==> config.mk <==
export PLATFORM = sky130hd
export DESIGN_NAME = tdr_isqrt
export DESIGN_NICKNAME = d
export VERILOG_FILES = /design/src/design/tdr_pkg.sv /design/src/design/tdr_isqrt.sv
export SDC_FILE = /design/constraint.sdc
export NUM_CORES = 1
export LEC_CHECK = 0
export ABC_AREA = 1
export BUFFER_PORTS_ARGS = -buffer_cell sky130_fd_sc_hd__buf_4
export CAP_MARGIN = 30
export CELL_PAD_IN_SITES_DETAIL_PLACEMENT = 0
export CELL_PAD_IN_SITES_GLOBAL_PLACEMENT = 1
export CORE_UTILIZATION = 39
export CTS_BUF_LIST = sky130_fd_sc_hd__clkbuf_4 sky130_fd_sc_hd__clkbuf_8
export CTS_CLUSTER_DIAMETER = 100
export DETAILED_ROUTE_END_ITERATION = 7
export GPL_ROUTABILITY_DRIVEN = 0
export PLACE_DENSITY = 0.83
export REMOVE_ABC_BUFFERS = 1
export SLEW_MARGIN = 15
export SYNTH_ARGS = -nofsm -noshare
export SYNTH_HDL_FRONTEND = slang
export SYNTH_SLANG_ARGS = --single-unit
==> constraint.sdc <==
create_clock -name clk -period 4 [get_ports clk]
set_input_delay 0 -clock clk [delete_from_list [all_inputs] [get_ports clk]]
set_output_delay 0 -clock clk [all_outputs]
set_load 0.01 [all_outputs]
==> src/design/tdr_pkg.sv <==
// ----------------------------------------------------------------------------
// tdr_pkg: shared types and constants for the turtle dead reckoning block
// Fixed widths of the datapath, command codes, the sequencer state type and
// the CORDIC arctangent table.
// ----------------------------------------------------------------------------
package tdr_pkg;

	// Port payload widths.
	localparam int S_DATA_W = 24;
	localparam int M_DATA_W = 32;
	localparam int AMT_W    = 16;

	// Position, CORDIC and multiplier widths.
	localparam int POS_W   = 48;
	localparam int TRIG_W  = 34;
	localparam int MUL_B_W = 25;
	localparam int PROD_W  = TRIG_W + MUL_B_W;
	localparam int STEP_W  = PROD_W + 1;

	// Distance root extraction widths.
	localparam int RAD_W  = 2 * POS_W;
	localparam int ROOT_W = POS_W;
	localparam int REM_W  = ROOT_W + 4;
	localparam int RCNT_W = $clog2(ROOT_W);

	// CORDIC constants in Q2.30.
	localparam logic signed [TRIG_W-1:0] GAIN_Q30 = 34'sd652032874;
	localparam logic signed [TRIG_W-1:0] ONE_Q30  = 34'sd1073741824;
	localparam logic signed [TRIG_W-1:0] DEG_Q30  = 34'sd18740330;

	// Reciprocal of 360 scaled by 2^24, rounded up; exact for any 16-bit value.
	localparam logic signed [MUL_B_W-1:0] RECIP_360 = 25'sd46604;
	localparam int RECIP_SH = 24;

	// Turtle commands.
	typedef enum logic [1:0] {
		CMD_FD = 2'd0,
		CMD_BK = 2'd1,
		CMD_LT = 2'd2,
		CMD_RT = 2'd3
	} cmd_t;

	// Sequencer states, one-hot.
	typedef enum logic [14:0] {
		S_IDLE   = 15'h0001,
		S_ZMUL   = 15'h0002,
		S_ZLD    = 15'h0004,
		S_ROT    = 15'h0008,
		S_QUAD   = 15'h0010,
		S_MMUL   = 15'h0020,
		S_MACC   = 15'h0040,
		S_TMUL   = 15'h0080,
		S_TACC   = 15'h0100,
		S_ABS    = 15'h0200,
		S_SQMUL  = 15'h0400,
		S_SQACC  = 15'h0800,
		S_RSTART = 15'h1000,
		S_ROOT   = 15'h2000,
		S_OUT    = 15'h4000
	} state_t;

	// Rounded atan(2^-i) in Q2.30.
	function automatic logic signed [TRIG_W-1:0] tdr_atan(input logic [4:0] idx);
		logic signed [TRIG_W-1:0] v;
		case (idx)
			5'd0:  v = 34'sd843314857;
			5'd1:  v = 34'sd497837829;
			5'd2:  v = 34'sd263043837;
			5'd3:  v = 34'sd133525159;
			5'd4:  v = 34'sd67021687;
			5'd5:  v = 34'sd33543516;
			5'd6:  v = 34'sd16775851;
			5'd7:  v = 34'sd8388437;
			5'd8:  v = 34'sd4194283;
			5'd9:  v = 34'sd2097149;
			5'd10: v = 34'sd1048576;
			5'd11: v = 34'sd524288;
			5'd12: v = 34'sd262144;
			5'd13: v = 34'sd131072;
			5'd14: v = 34'sd65536;
			5'd15: v = 34'sd32768;
			5'd16: v = 34'sd16384;
			5'd17: v = 34'sd8192;
			5'd18: v = 34'sd4096;
			5'd19: v = 34'sd2048;
			5'd20: v = 34'sd1024;
			5'd21: v = 34'sd512;
			5'd22: v = 34'sd256;
			5'd23: v = 34'sd128;
			5'd24: v = 34'sd64;
			5'd25: v = 34'sd32;
			5'd26: v = 34'sd16;
			5'd27: v = 34'sd8;
			5'd28: v = 34'sd4;
			5'd29: v = 34'sd2;
			5'd30: v = 34'sd1;
			default: v = 34'sd0;
		endcase
		return v;
	endfunction

endpackage

==> src/design/tdr_isqrt.sv <==
// ----------------------------------------------------------------------------
// tdr_isqrt: bit-serial integer square root
// Restoring digit-by-digit root of the squared radius, one result bit per
// cycle. A start pulse loads the radicand; done pulses when the root is ready.
// ----------------------------------------------------------------------------
module tdr_isqrt (
	input  logic                        clk,
	input  logic                        arst_n,
	input  logic                        start,
	input  logic [tdr_pkg::RAD_W-1:0]   radicand,
	output logic                        done,
	output logic [tdr_pkg::ROOT_W-1:0]  root
);
	import tdr_pkg::*;

	logic [RAD_W-1:0]  rad_q;
	logic [REM_W-1:0]  rem_q;
	logic [ROOT_W-1:0] root_q;
	logic [RCNT_W-1:0] cnt_q;
	logic              busy_q;
	logic              done_q;

	logic [REM_W-1:0]  rem_sh;
	logic [REM_W-1:0]  trial;
	logic              take;

	// Bring down the next two radicand bits and try 4*root+1.
	assign rem_sh = {rem_q[REM_W-3:0], rad_q[RAD_W-1 -: 2]};
	assign trial  = REM_W'({root_q, 2'b01});
	assign take   = rem_sh >= trial;

	// Control: busy flag and done pulse.
	always_ff @(posedge clk or negedge arst_n) begin
		if (!arst_n) begin
			busy_q <= 1'b0;
			done_q <= 1'b0;
		end else begin
			done_q <= 1'b0;
			if (start) begin
				busy_q <= 1'b1;
			end else if (busy_q && cnt_q == RCNT_W'(ROOT_W - 1)) begin
				busy_q <= 1'b0;
				done_q <= 1'b1;
			end
		end
	end

	// Datapath: one root bit per cycle while busy.
	always_ff @(posedge clk) begin
		if (start) begin
			rad_q  <= radicand;
			rem_q  <= '0;
			root_q <= '0;
			cnt_q  <= '0;
		end else if (busy_q) begin
			rad_q  <= {rad_q[RAD_W-3:0], 2'b00};
			rem_q  <= take ? rem_sh - trial : rem_sh;
			root_q <= {root_q[ROOT_W-2:0], take};
			cnt_q  <= cnt_q + RCNT_W'(1);
		end
	end

	assign done = done_q;
	assign root = root_q;

endmodule

==> impl_results.md <==
- Status: finished clean
- CP max stage delay: around 0.4 ns
- Endpoints failing setup: 0
- Nets@finish: about 2200
- Vias in the first global route: about 12000
- Longest Clk Path Bufs: 3
- Worst VDD drop: approximately 0.33 mV
- Fillers: 3065
- LEAKAGE: 8.18 nW
- Minimum clock period: 3.15 ns
- Largest net degree at the start of global routing: 97
- Fmax: 317 MHz
- Hold slack: 0.259 ns
- Worst Clk Skew: 0.0237 ns
- Die H: 180 um
- Reg-to-Reg Start: root[17]
- Avg WL per Cell: between 10 and 15 um
- Internal cell power: around 5.7 mW
- Die Footprint: 32500 um^2
- Worst slew pin tran: 0.932 ns
- CP endpoint: rem_q[3]
- Post-Place Setup Slack: 0.818 ns
- Grt ovf: 0
- Crit. Startpoint: root[17]
- Avg Cell Area, Syn: 6.73 um^2
- GRT Overall Usage: 0.229
- Initial core utilization: 0.401
- R2R depth: 14
- Synthesis-to-finish area growth: 25.7%
- Asr flop ratio synth: 0.00990
- Initial antenna violation count: 0
- # diodes: 0
- Vias/cell: about 4.9
- Hold Path Class: input port to flip-flop
- Gate power share: 0.573
- Crit end category: flip-flop
- Area of the mapped netlist: approximately 12000 um^2
- Design area: roughly 16000 um^2
- Worst Setup Slack, final: 0.847 ns
- Psw: 5.26 mW
- Resize count post-CTS: 0
- Sequential power share: 0.240
- EDFF count, synth: 96
- PortBufs: 147
- Final TNS setup: 0 ns
- CTS Root Cell: clkbuf_8
- Final hold vios: 0
- Max Cap Viol: 0
- Slowest CP cell: nand4_4
- Drt first pass iters: 6
- Number of antenna-violating nets in the routed design: 0
- RSZ-0062 raised after global routing: false
- Switching share of power: 0.479
- Max FO, Critical Path: 32
- Syn Inst Count: ~1800
- Clock-pin slew on the worst setup and hold paths: 0.06 ns
- CTS Buf Count: 36
- I/O pin count: 148
- First-pass GRT wire length: 60.4 mm
- Routed WL: roughly 37 mm
- CTS tree: done
- Cell Pwr Density: 704 nW/um^2
- Detailed Place HPWL: 26.3 mm
- Dominant synthesized flop cell: dfxtp_1
- Area after DPL: 13800 um^2
- Post-synthesis sequential area ratio: 0.404
- R2R Path End: rem_q[3]
- Clk pwr share: 0.187
- Skew-Pair Late Insertion Delay: 0.56 ns
- Crit Path Category: flip-flop to flip-flop
- Die width: 180 um
- Post-synth cell types: 38
- Max-slew violations: 0
- Via Count: around 12000
- Number of placement rows: 64
- Max-slew headroom: 0.378
- Worst path most repeated cell: nand2_1
- CTS H-Tree Depth: 2
- Synth warnings: 0
- Final worst-path cycle share: 0.788
- Startpoint types: flip-flop
- Initial DRC Count: 725
- Clock Sinks: 202
- Register-to-Register Setup Slack: 0.85 ns
- Critical path required time: 4.49 ns
- Cell breakdown of the critical path: inv_1 > ha_1 > a21oi_1 > nand2_1 > a21oi_1 > nand3_1 > nand2_2 > nand4_4 > nor2_2 > buf_4 > nand2_1 > nand3_1 > nand2_1 > inv_1
- Synth Register Bits: between 200 and 250
- Share of cells above drive strength 1: 0.125
- Area of the core: 31000 um^2
- CP arrival: around 3.6 ns
- DR DRC count: 0
## worst min path at each step
stage / from / end / slack [ns] / cells after the start
CTS: radicand[67] / rad_q[67] / 0.23 / 4
finish: radicand[81] / rad_q[81] / 0.26 / 4
global route: radicand[89] / rad_q[89] / 0.26 / 4
global placement: arst_n / done / -0.22 / 1
floorplan: arst_n / busy_q / -0.30 / 0
detailed placement: arst_n / done / -0.22 / 1
## what timing repair did
item                                   CTS  global route
buffers inserted                         0             0
hold buffers                            99             0
endpoints found under the hold margin  115             0
## synth_stat cells, drive strengths merged, types with 18 or more instances
cell	number	area (um^2)
a21oi	55	287
buf	18	93.8
clkbuf	40	151
dfxtp	104	2080
edfxtp	96	2880
ha	51	638
inv	271	1020
nand2	782	2960
nand3	111	556
nand4	33	236
nor2	154	626
o21ai	20	100
o22ai	47	294
xor2	18	158
## stage by stage
step / util / cells / power (mW)
3_3_place_gp: 0.447 / 2338 / 8.77
5_1_grt: 0.504 / 2501 / 12.0
6_report: 0.504 / 2501 / 11.0
3_5_place_dp: 0.447 / 2338 / 8.81
4_1_cts: 0.504 / 2501 / 11.0
2_1_floorplan: - / 1786 / 7.12
## registers in the layout (all words and copies together), names as in the netlist
register / count
root: 48
rad_q: 96
rem_q: 50
busy_q: 1
done: 1
cnt_q: 6
## placed cells by master, fill, tap and decap left out, types with 4 or more instances in the layout
cell and count:
nand2_1 774, inv_1 254, buf_4 156, nor2_1 143, nand3_1 111, dfxtp_1 104
dlygate4sd3_1 99, edfxtp_1 96, a21oi_1 52, ha_1 51, o22ai_1 47, clkbuf_8 40
nand4_1 31, clkbuf_4 19, xor2_1 18, o21ai_0 17, inv_2 16, o21bai_1 13
nor3_1 10, nor2_2 7, nand3b_1 7, nand2_2 6, nor2_4 4
## cells by family after synthesis
family	synth area share
buffers and inverters	0.102
flip-flops	0.404
AO/OA/AOI/OAI	0.0655
adder cells (fa/ha/maj)	0.0514
AND/OR/NAND/NOR	0.364
XOR/XNOR	0.0134
## worst max-delay path: cells and delay by family (launching register included)
family | cells | cell delay, ns
adder cells (fa/ha/maj) | 1 | 0.36
buffers and inverters | 3 | 0.48
AND/OR/NAND/NOR | 8 | 1.39
flip-flops | 1 | 0.32
AO/OA/AOI/OAI | 2 | 0.50
## power groups by stage
stage / sequential, mW / combinational [mW] / clock, mW
after floorplan: 2.62 / 4.50 / 0
after global routing: 2.67 / 7.14 / 2.21
final: 2.64 / 6.29 / 2.05
after detailed placement: 2.67 / 6.14 / 0
after global placement: 2.67 / 6.09 / 0
after CTS: 2.63 / 6.24 / 2.11
## final cells by class
| cell class | instances | area (um^2) | area share |
|---|---|---|---|
| timing repair buffer | 255 | 2160 | 0.139 |
| sequential | 202 | 5020 | 0.321 |
| tap | 396 | 495 | 0.0317 |
| clock buffer | 59 | 693 | 0.0444 |
| clock inverter | 5 | 76.3 | 0.00489 |
| multi-input combinational | 1313 | 6140 | 0.394 |
| inverter | 271 | 1020 | 0.0653 |
## per-layer routing
metal | wire [um] | track usage | up-vias
met1 | 16800 | 0.299 | 5538
met2 | 16900 | 0.379 | 338
met4 | 930 | 0.0691 | 0
met3 | 2180 | 0.0453 | 65
met5 | 0 | 0 | -
li1 | - | - | 6271
Power figures use the tool's default switching activity.
